$ cat src/rtl/lrc_timestamp_tag_parser_assert.svh
// assertion macros for the lyric time tag parser
`ifndef LRC_TIMESTAMP_TAG_PARSER_ASSERT_SVH
`define LRC_TIMESTAMP_TAG_PARSER_ASSERT_SVH

// same-cycle implication, sampled on i_clk, off while i_rst_n is low
`define LTTP_ASSERT_IMP(lbl, ante, cons, msg) \
    lbl: assert property (@(posedge i_clk) disable iff (!i_rst_n) (ante) |-> (cons)) \
        else $error(msg);

// next-cycle implication
`define LTTP_ASSERT_NEXT(lbl, ante, cons, msg) \
    lbl: assert property (@(posedge i_clk) disable iff (!i_rst_n) (ante) |=> (cons)) \
        else $error(msg);

`endif

$ cat src/rtl/lrc_tsp_pkg.sv
// shared constants and types of the lyric time tag parser
`timescale 1ns / 1ps
package lrc_tsp_pkg;

    localparam int CHAR_W   = 16;
    localparam int OFFSET_W = 23;
    localparam int TIME_W   = 26;
    localparam int EV_W     = 2;
    localparam int MIN_W    = 10;
    localparam int SEC_W    = 7;
    localparam int FRAC_W   = 10;

    localparam logic [CHAR_W-1:0] CH_NL    = 16'h000A;
    localparam logic [CHAR_W-1:0] CH_OPEN  = 16'h005B;
    localparam logic [CHAR_W-1:0] CH_CLOSE = 16'h005D;
    localparam logic [CHAR_W-1:0] CH_COLON = 16'h003A;
    localparam logic [CHAR_W-1:0] CH_DOT   = 16'h002E;
    localparam logic [CHAR_W-1:0] CH_ZERO  = 16'h0030;
    localparam logic [CHAR_W-1:0] CH_NINE  = 16'h0039;

    localparam logic [EV_W-1:0] EV_PLAIN  = 2'd0;
    localparam logic [EV_W-1:0] EV_TIME   = 2'd1;
    localparam logic [EV_W-1:0] EV_REJECT = 2'd2;
    localparam logic [EV_W-1:0] EV_LINE   = 2'd3;

    localparam logic [1:0] PH_MIN  = 2'd0;
    localparam logic [1:0] PH_SEC  = 2'd1;
    localparam logic [1:0] PH_FRAC = 2'd2;

    localparam logic [TIME_W-1:0] TIME_MAX = 26'd59999999;

    // one parsed beat handed from the parser stage to the time stage
    typedef struct packed {
        logic [EV_W-1:0]   ev;
        logic [MIN_W-1:0]  minutes;
        logic [SEC_W-1:0]  seconds;
        logic [FRAC_W-1:0] frac_ms;
    } t_tag_beat;

endpackage

$ cat src/rtl/lrc_tsp_parser.sv
// tag recognizer: per-character state update and the parsed-beat register
`timescale 1ns / 1ps
module lrc_tsp_parser (
    input  logic                          i_clk,
    input  logic                          i_rst_n,
    input  logic                          i_valid,
    output logic                          o_ready,
    input  logic [lrc_tsp_pkg::CHAR_W-1:0] i_char_code,
    output logic                          o_valid,
    input  logic                          i_ready,
    output lrc_tsp_pkg::t_tag_beat        o_beat
);
    import lrc_tsp_pkg::*;

    logic              r_in_tag, n_in_tag;
    logic [1:0]        r_phase, n_phase;
    logic [MIN_W-1:0]  r_min_val, n_min_val;
    logic [2:0]        r_min_cnt, n_min_cnt;
    logic [SEC_W-1:0]  r_sec_val, n_sec_val;
    logic [1:0]        r_sec_cnt, n_sec_cnt;
    logic [FRAC_W-1:0] r_frac_val, n_frac_val;
    logic [2:0]        r_frac_cnt, n_frac_cnt;
    logic              r_invalid, n_invalid;

    logic              r_valid;
    t_tag_beat         r_beat, n_beat;

    logic              accept;
    logic              is_digit;
    logic [3:0]        digit;
    logic              close_ok;
    logic [FRAC_W-1:0] frac_ms;

    assign o_ready  = !r_valid || i_ready;
    assign accept   = i_valid && o_ready;
    assign o_valid  = r_valid;
    assign o_beat   = r_beat;

    assign is_digit = (i_char_code >= CH_ZERO) && (i_char_code <= CH_NINE);
    assign digit    = i_char_code[3:0];

    always_comb begin
        close_ok = !r_invalid && (r_sec_cnt == 2'd2) && (r_min_cnt != 3'd0) &&
                   ((r_phase == PH_SEC) || ((r_phase == PH_FRAC) && (r_frac_cnt != 3'd0)));
        case (r_frac_cnt)
            3'd1:    frac_ms = FRAC_W'(r_frac_val * 7'd100);
            3'd2:    frac_ms = FRAC_W'(r_frac_val * 4'd10);
            3'd3:    frac_ms = r_frac_val;
            default: frac_ms = '0;
        endcase
        if (r_phase != PH_FRAC) begin
            frac_ms = '0;
        end
    end

    always_comb begin
        n_in_tag   = r_in_tag;
        n_phase    = r_phase;
        n_min_val  = r_min_val;
        n_min_cnt  = r_min_cnt;
        n_sec_val  = r_sec_val;
        n_sec_cnt  = r_sec_cnt;
        n_frac_val = r_frac_val;
        n_frac_cnt = r_frac_cnt;
        n_invalid  = r_invalid;

        n_beat.ev      = EV_PLAIN;
        n_beat.minutes = r_min_val;
        n_beat.seconds = r_sec_val;
        n_beat.frac_ms = frac_ms;

        if (i_char_code == CH_NL || i_char_code == CH_OPEN ||
            (r_in_tag && i_char_code == CH_CLOSE)) begin
            // every one of these leaves a clean tag state behind
            n_in_tag   = (i_char_code == CH_OPEN);
            n_phase    = PH_MIN;
            n_min_val  = '0;
            n_min_cnt  = '0;
            n_sec_val  = '0;
            n_sec_cnt  = '0;
            n_frac_val = '0;
            n_frac_cnt = '0;
            n_invalid  = 1'b0;
            if (i_char_code == CH_NL) begin
                n_beat.ev = EV_LINE;
            end else if (i_char_code == CH_CLOSE && close_ok) begin
                n_beat.ev = (r_sec_val >= SEC_W'(60)) ? EV_REJECT : EV_TIME;
            end
        end else if (r_in_tag && !r_invalid) begin
            case (r_phase)
                PH_MIN: begin
                    if (is_digit && r_min_cnt < 3'd3) begin
                        n_min_val = MIN_W'(r_min_val * 4'd10) + MIN_W'(digit);
                        n_min_cnt = r_min_cnt + 3'd1;
                    end else if (i_char_code == CH_COLON && r_min_cnt != 3'd0) begin
                        n_phase = PH_SEC;
                    end else begin
                        n_invalid = 1'b1;
                    end
                end
                PH_SEC: begin
                    if (is_digit && r_sec_cnt < 2'd2) begin
                        n_sec_val = SEC_W'(r_sec_val * 4'd10) + SEC_W'(digit);
                        n_sec_cnt = r_sec_cnt + 2'd1;
                    end else if ((i_char_code == CH_DOT || i_char_code == CH_COLON) &&
                                 r_sec_cnt == 2'd2) begin
                        n_phase = PH_FRAC;
                    end else begin
                        n_invalid = 1'b1;
                    end
                end
                PH_FRAC: begin
                    if (is_digit && r_frac_cnt < 3'd3) begin
                        n_frac_val = FRAC_W'(r_frac_val * 4'd10) + FRAC_W'(digit);
                        n_frac_cnt = r_frac_cnt + 3'd1;
                    end else begin
                        n_invalid = 1'b1;
                    end
                end
                default: n_invalid = 1'b1;
            endcase
        end
    end

    always_ff @(posedge i_clk) begin
        if (!i_rst_n) begin
            r_in_tag   <= 1'b0;
            r_phase    <= PH_MIN;
            r_min_val  <= '0;
            r_min_cnt  <= '0;
            r_sec_val  <= '0;
            r_sec_cnt  <= '0;
            r_frac_val <= '0;
            r_frac_cnt <= '0;
            r_invalid  <= 1'b0;
            r_valid    <= 1'b0;
        end else begin
            if (accept) begin
                r_in_tag   <= n_in_tag;
                r_phase    <= n_phase;
                r_min_val  <= n_min_val;
                r_min_cnt  <= n_min_cnt;
                r_sec_val  <= n_sec_val;
                r_sec_cnt  <= n_sec_cnt;
                r_frac_val <= n_frac_val;
                r_frac_cnt <= n_frac_cnt;
                r_invalid  <= n_invalid;
                r_valid    <= 1'b1;
            end else if (i_ready) begin
                r_valid    <= 1'b0;
            end
        end
    end

    always_ff @(posedge i_clk) begin
        if (accept) begin
            r_beat <= n_beat;
        end
    end

endmodule

$ cat src/rtl/lrc_tsp_time.sv
// time stage: offset register, millisecond sum, clamp and result register
`timescale 1ns / 1ps
module lrc_tsp_time (
    input  logic                             i_clk,
    input  logic                             i_rst_n,
    input  logic                             i_offset_ms_we,
    input  logic [lrc_tsp_pkg::OFFSET_W-1:0] i_offset_ms,
    input  logic                             i_valid,
    output logic                             o_ready,
    input  lrc_tsp_pkg::t_tag_beat           i_beat,
    output logic                             o_valid,
    input  logic                             i_ready,
    output logic [lrc_tsp_pkg::EV_W-1:0]     o_event_res,
    output logic [lrc_tsp_pkg::TIME_W-1:0]   o_time_ms
);
    import lrc_tsp_pkg::*;

    localparam int T_W = TIME_W + 2;

    logic [OFFSET_W-1:0] r_offset;
    logic                r_valid;
    logic [EV_W-1:0]     r_event;
    logic [TIME_W-1:0]   r_time, n_time;

    logic                accept;
    logic [TIME_W-1:0]   min_ms;
    logic [TIME_W-1:0]   sum_ms;
    logic signed [T_W-1:0] t_ms;

    assign o_ready = !r_valid || i_ready;
    assign accept  = i_valid && o_ready;

    always_comb begin
        min_ms = TIME_W'(i_beat.minutes) * TIME_W'(60000);
        sum_ms = min_ms + TIME_W'(TIME_W'(i_beat.seconds) * TIME_W'(1000))
                 + TIME_W'(i_beat.frac_ms);
        t_ms   = $signed({2'b00, sum_ms}) - $signed(T_W'($signed(r_offset)));
        if (i_beat.ev != EV_TIME || t_ms < 0) begin
            n_time = '0;
        end else if (t_ms > $signed({2'b00, TIME_MAX})) begin
            n_time = TIME_MAX;
        end else begin
            n_time = t_ms[TIME_W-1:0];
        end
    end

    always_ff @(posedge i_clk) begin
        if (!i_rst_n) begin
            r_offset <= '0;
            r_valid  <= 1'b0;
        end else begin
            if (i_offset_ms_we) begin
                r_offset <= i_offset_ms;
            end
            if (accept) begin
                r_valid <= 1'b1;
            end else if (i_ready) begin
                r_valid <= 1'b0;
            end
        end
    end

    always_ff @(posedge i_clk) begin
        if (accept) begin
            r_event <= i_beat.ev;
            r_time  <= n_time;
        end
    end

    assign o_valid     = r_valid;
    assign o_event_res = r_event;
    assign o_time_ms   = r_time;

endmodule

$ cat src/rtl/lrc_timestamp_tag_parser.sv
// top level of the lyric time tag parser
// Usage:
//   input channel i_valid / o_ready carries one UTF-16 code unit per beat on
//   i_char_code; output channel o_valid / i_ready carries one result per
//   input beat: o_event_res (plain, timestamp, rejected tag, line end) and
//   o_time_ms, which is nonzero only on a timestamp event.
//   i_offset_ms_we writes the signed offset i_offset_ms; write it only while
//   no beat is in flight.
// Pipeline: the tag recogniser register feeds the register that holds the
//   millisecond sum and clamp result.
// Throughput: one beat per cycle, sustained while i_ready stays high.
// Stall: each of the two stages holds its beat while the one behind it is
//   full, so with i_ready low two beats are buffered before o_ready drops;
//   nothing is lost or repeated.
// Reset: synchronous, active low; clears the tag state, the offset to zero
//   and both stage valids.
`timescale 1ns / 1ps
`include "lrc_timestamp_tag_parser_assert.svh"
module lrc_timestamp_tag_parser (
    input  logic                             i_clk,
    input  logic                             i_rst_n,
    input  logic                             i_valid,
    output logic                             o_ready,
    input  logic [lrc_tsp_pkg::CHAR_W-1:0]   i_char_code,
    output logic                             o_valid,
    input  logic                             i_ready,
    output logic [lrc_tsp_pkg::EV_W-1:0]     o_event_res,
    output logic [lrc_tsp_pkg::TIME_W-1:0]   o_time_ms,
    input  logic                             i_offset_ms_we,
    input  logic [lrc_tsp_pkg::OFFSET_W-1:0] i_offset_ms
);
    import lrc_tsp_pkg::*;

    logic      s1_valid;
    logic      s2_ready;
    t_tag_beat s1_beat;

    logic      plain_out;
    logic      nl_in;
    logic      s1_line;

    lrc_tsp_parser u_parser (
        .i_clk       (i_clk),
        .i_rst_n     (i_rst_n),
        .i_valid     (i_valid),
        .o_ready     (o_ready),
        .i_char_code (i_char_code),
        .o_valid     (s1_valid),
        .i_ready     (s2_ready),
        .o_beat      (s1_beat)
    );

    lrc_tsp_time u_time (
        .i_clk          (i_clk),
        .i_rst_n        (i_rst_n),
        .i_offset_ms_we (i_offset_ms_we),
        .i_offset_ms    (i_offset_ms),
        .i_valid        (s1_valid),
        .o_ready        (s2_ready),
        .i_beat         (s1_beat),
        .o_valid        (o_valid),
        .i_ready        (i_ready),
        .o_event_res    (o_event_res),
        .o_time_ms      (o_time_ms)
    );

    assign plain_out = o_valid && (o_event_res != EV_TIME);
    assign nl_in     = i_valid && o_ready && (i_char_code == CH_NL);
    assign s1_line   = s1_valid && (s1_beat.ev == EV_LINE);

    `LTTP_ASSERT_IMP(a_time_only_on_stamp, plain_out, o_time_ms == '0, "time set off a timestamp")
    `LTTP_ASSERT_IMP(a_time_in_range, o_valid, o_time_ms <= TIME_MAX, "time above range")
    `LTTP_ASSERT_NEXT(a_newline_line_end, nl_in, s1_line, "newline gave no line end")
    `LTTP_ASSERT_IMP(a_stall_only_when_full, !o_ready, s1_valid && o_valid, "stalled while not full")

endmodule

$ cat config.mk
export PLATFORM = sky130hd
export DESIGN_NAME = lrc_timestamp_tag_parser
export DESIGN_NICKNAME = d
export VERILOG_FILES = /design/src/rtl/lrc_tsp_pkg.sv /design/src/rtl/lrc_tsp_parser.sv /design/src/rtl/lrc_tsp_time.sv /design/src/rtl/lrc_timestamp_tag_parser.sv
export VERILOG_INCLUDE_DIRS = /design/src /design/src/rtl
export SDC_FILE = /design/constraint.sdc
export NUM_CORES = 1
export LEC_CHECK = 0
export BUFFER_PORTS_ARGS = -buffer_cell sky130_fd_sc_hd__buf_4
export CORE_MARGIN = 8
export CORE_UTILIZATION = 55
export CTS_CLUSTER_SIZE = 25
export DETAILED_ROUTE_END_ITERATION = 12
export GPL_TIMING_DRIVEN = 0
export PLACE_DENSITY = 0.76
export SETUP_SLACK_MARGIN = 0.4
export SLEW_MARGIN = 5
export SYNTH_ARGS = -nofsm -noshare
export SYNTH_HDL_FRONTEND = slang
export SYNTH_HIERARCHICAL = 1
export SYNTH_SLANG_ARGS = --single-unit
$ cat constraint.sdc
create_clock -name i_clk -period 7.5 [get_ports i_clk]
set_input_delay 0 -clock i_clk [delete_from_list [all_inputs] [get_ports i_clk]]
set_output_delay 0 -clock i_clk [all_outputs]
set_load 0.02 [all_outputs]
==> impl_summary.log <==
[metrics] aggregate negative setup slack: -14.08 ns
[metrics] Slew HR: 24.6%
[metrics] Yosys top cell by area: ha_1
[metrics] Skew-Pair Late Insertion Delay: 0.42 ns
[metrics] Maximum Capacitance Violations: 0
[metrics] top cells by area in the synthesized netlist: ha_1 21%, edfxtp_1 14%, dfxtp_1 10%
[metrics] Post-synth EDFFs: 57
[metrics] slowest stage cell on the critical path: fa_1
[metrics] worst-margin pin slew: 1.13 ns
[metrics] outcome: finished, violations left
[metrics] achievable clock frequency: 123 MHz
[metrics] Pre-Repair DR Iteration Count: 5
[metrics] vias in the first global route: 10.3k
[metrics] final setup skew: 0.00958 ns
[metrics] signed area change from the synthesized netlist to the final layout: 21.0%
[metrics] RSZ-0062 raised after global routing: yes
[metrics] number of clock buffers inserted by TritonCTS: 17
[metrics] Core Footprint: 22500 um^2
[metrics] max-slew violation count: 0
[metrics] final critical-path share of the clock period: 109%
[metrics] post-route worst hold slack: 0.0401 ns
[metrics] total routing usage reported by global routing: 20.9%
[metrics] Total Routed Length: 29900 um
[metrics] critical path startpoint category: flip-flop
[metrics] Max H-tree Level: 4
[metrics] share of flip-flops with an asynchronous set or reset: 0%
[metrics] Ports: 74
[metrics] pin count of the biggest net entering global routing: 31
[metrics] number of rows in the core area: 55
[metrics] proportion of netlist area held by the largest area contributor: 21.0%
[metrics] total of flip-flops plus latches after synthesis: 121
[metrics] NumNets Final: 1817
[metrics] top fanout value on the critical path: 6
[metrics] RePlAce Congestion: 0.895
[metrics] Avg Cell Area, Syn: 9.39 um^2
[metrics] first-pass GRT wire length: 48300 um
[metrics] count of unique library cells instantiated by Yosys: 87
[metrics] HPWL reported at the end of detailed placement: 22000 um
[metrics] Worst Path Required: 7.65 ns
[metrics] number of routed nets with antenna violations: 0
[metrics] die boundary height: 167 um
[metrics] Max clock buf depth: 2
[metrics] vias per cell: 5.68
[metrics] depth of the worst hold-timing path: 5
[metrics] drt initial violations: 582
[metrics] die width: 167 um
[metrics] CTS tree: built
[metrics] CTS Sinks: 121
[metrics] final setup violating endpoints: 26
[metrics] number of buffers added on ports: 72
[metrics] Cells after Synth: 1331
[metrics] final cell utilization of the core: 67.2%
[metrics] final hold violation count: 0
[metrics] post-route setup slack: -0.643 ns
[metrics] total congestion overflow: 0
[metrics] clock period minus worst slack: 8.14 ns
[metrics] violations in the final reports: negative setup slack
[metrics] worst setup slack after placement: -1.02 ns
[metrics] net count after synthesis: 1649
[metrics] class of the tightest hold or removal check: primary input to flip-flop
[metrics] average wire per cell in the routed design: 16.6 um
[metrics] Crit path largest cell delay: 0.52 ns
[metrics] library cell appearing most often on the critical path: fa_1
[metrics] DRC: 0
[metrics] worst r2r path cells: 35
[metrics] Root Driver: clkbuf_16
[metrics] die outline area: 27800 um^2
[metrics] number of diodes added for antenna fixing: 0
[metrics] sequential fraction of the synthesis area: 24.0%
[metrics] most instantiated flip-flop cell in the synthesis netlist: dfxtp_1
[metrics] initial antenna violation count: 0
[metrics] mapped cell area: 12500 um^2
[metrics] type of the setup path with the least slack: flip-flop to flip-flop
[metrics] endpoint kind of the worst setup timing path: flip-flop
[metrics] layout cells sized above 1: 17.4%
[metrics] Yosys Warn Count: 6
[metrics] Vias: 10.2k
[metrics] endpoint arrival time on the critical path: 8.30 ns
[metrics] initial standard-cell utilization of the core: 55.5%
[metrics] clock slew at reported path FFs: 0.06 ns
## cell usage after synthesis (9+ instances only)
library cell / instances
and3_1: 9
nand3_1: 25
nand2b_1: 12
nor3_1: 14
a21o_1: 28
dfxtp_1: 64
a31oi_1: 26
o21a_1: 16
xor2_1: 34
nor2b_1: 37
inv_1: 182
ha_1: 210
fa_1: 64
a21oi_1: 70
nand2_1: 52
xnor2_1: 70
nand4_1: 14
mux2i_1: 26
clkbuf_1: 21
edfxtp_1: 57
nor2_1: 105
and2_1: 11
o21ai_0: 29
## timing repair
item                                    in CTS  in global routing
endpoints found under the hold margin       27                  0
endpoints found under the setup margin      26                 26
gates resized for setup                     42                 37
pin swaps                                   26                 17
hold buffers                                30                  0
setup buffers                               35                  9
cloned                                       2                  1
## path summary, 6_finish.rpt
kind	start	end	slack, ns
worst max-delay path	u_parser/o_beat[12]	u_time/o_time_ms[15]	-0.64
worst min-delay path	i_char_code[0]	u_parser/r_min_val[0]	0.04
worst max register to register	u_parser/o_beat[12]	u_time/o_time_ms[15]	-0.64
worst min register to register	u_parser/r_min_val[9]	u_parser/o_beat[26]	0.46
## routing by layer
| layer | GRT usage [%] | vias to the layer above | wire, um |
|---|---|---|---|
| met5 | 0 | - | 0 |
| li1 | - | 4995 | - |
| met3 | 4.09 | 91 | 1630 |
| met1 | 24.0 | 4779 | 12400 |
| met2 | 37.6 | 349 | 14900 |
| met4 | 8.26 | 0 | 967 |
## layout by cell type, fill, tap and decap left out, drive strengths merged, types with 8 or more instances in the layout
cell type    count
ha             210
edfxtp          57
buf            129
mux2i           26
nand3           25
o21ai           34
a222oi           8
xnor2           70
a31oi           26
a21oi           77
nand2b          12
dfxtp           64
and3            17
inv            188
xor2            34
nor3            14
nand2           52
nor2b           37
a21o            30
nor2           106
clkbuf          39
and2            12
o21a            16
fa              64
nand4           14
dlygate4sd3     30
o31ai            8
## critical path, delay by kind of cell, from the launching register on
| kind | cells | cell delay [ns] |
|---|---|---|
| buffers and inverters | 6 | 0.55 |
| AND/OR/NAND/NOR | 8 | 1.03 |
| XOR/XNOR | 2 | 0.28 |
| flip-flops | 1 | 0.47 |
| AO/OA/AOI/OAI | 11 | 2.41 |
| adder cells (fa/ha/maj) | 8 | 3.12 |
## flip-flops by register name, summed over array words and instances, names as in the netlist
| signal | count |
|---|---|
| u_parser/o_beat | 29 |
| u_time/o_time_ms | 26 |
| u_time/r_offset | 23 |
| u_parser/r_frac_val | 10 |
| u_parser/r_min_val | 10 |
| u_parser/r_sec_val | 7 |
| u_parser/r_frac_cnt | 3 |
| u_parser/r_min_cnt | 3 |
| u_parser/r_phase | 2 |
| u_parser/r_sec_cnt | 2 |
| u_time/o_event_res | 2 |
| u_parser/o_valid | 1 |
| u_parser/r_in_tag | 1 |
| u_parser/r_invalid | 1 |
| u_time/o_valid | 1 |
## area by class of cell
class / instances / area [um^2]
clock buffers: 17 / 425
clock inverters: 15 / 164
plain buffers: 32 / 203
multi-input cells: 996 / 9060
fillers: 1683 / 7380
inverters: 182 / 683
repair buffers: 149 / 1240
flip-flops and latches: 121 / 2990
well taps: 285 / 357
## cell families (layout without fill, tap and decap cells)
kind of cell / after synthesis / count (layout) / share of synthesized area [%]
muxes: 26 / 26 / 2.08
AOI/OAI and AO/OA: 267 / 267 / 15.1
and+or+nand+nor: 325 / 325 / 13.5
buffers and inverters: 214 / 395 / 6.83
xor gates and xnor gates: 104 / 104 / 7.29
DFF: 121 / 121 / 24.0
adders and majority gates: 274 / 274 / 31.3
## stage by stage
stage,cell area (um^2),std cells
floorplan,12600,1331
global placement,13500,1688
detailed placement,13500,1688
CTS,14900,1787
global route,15100,1797
finish,15100,1797
Power is not shown: default switching activity piles up to over one toggle a cycle in this logic, so the estimate is an artifact.
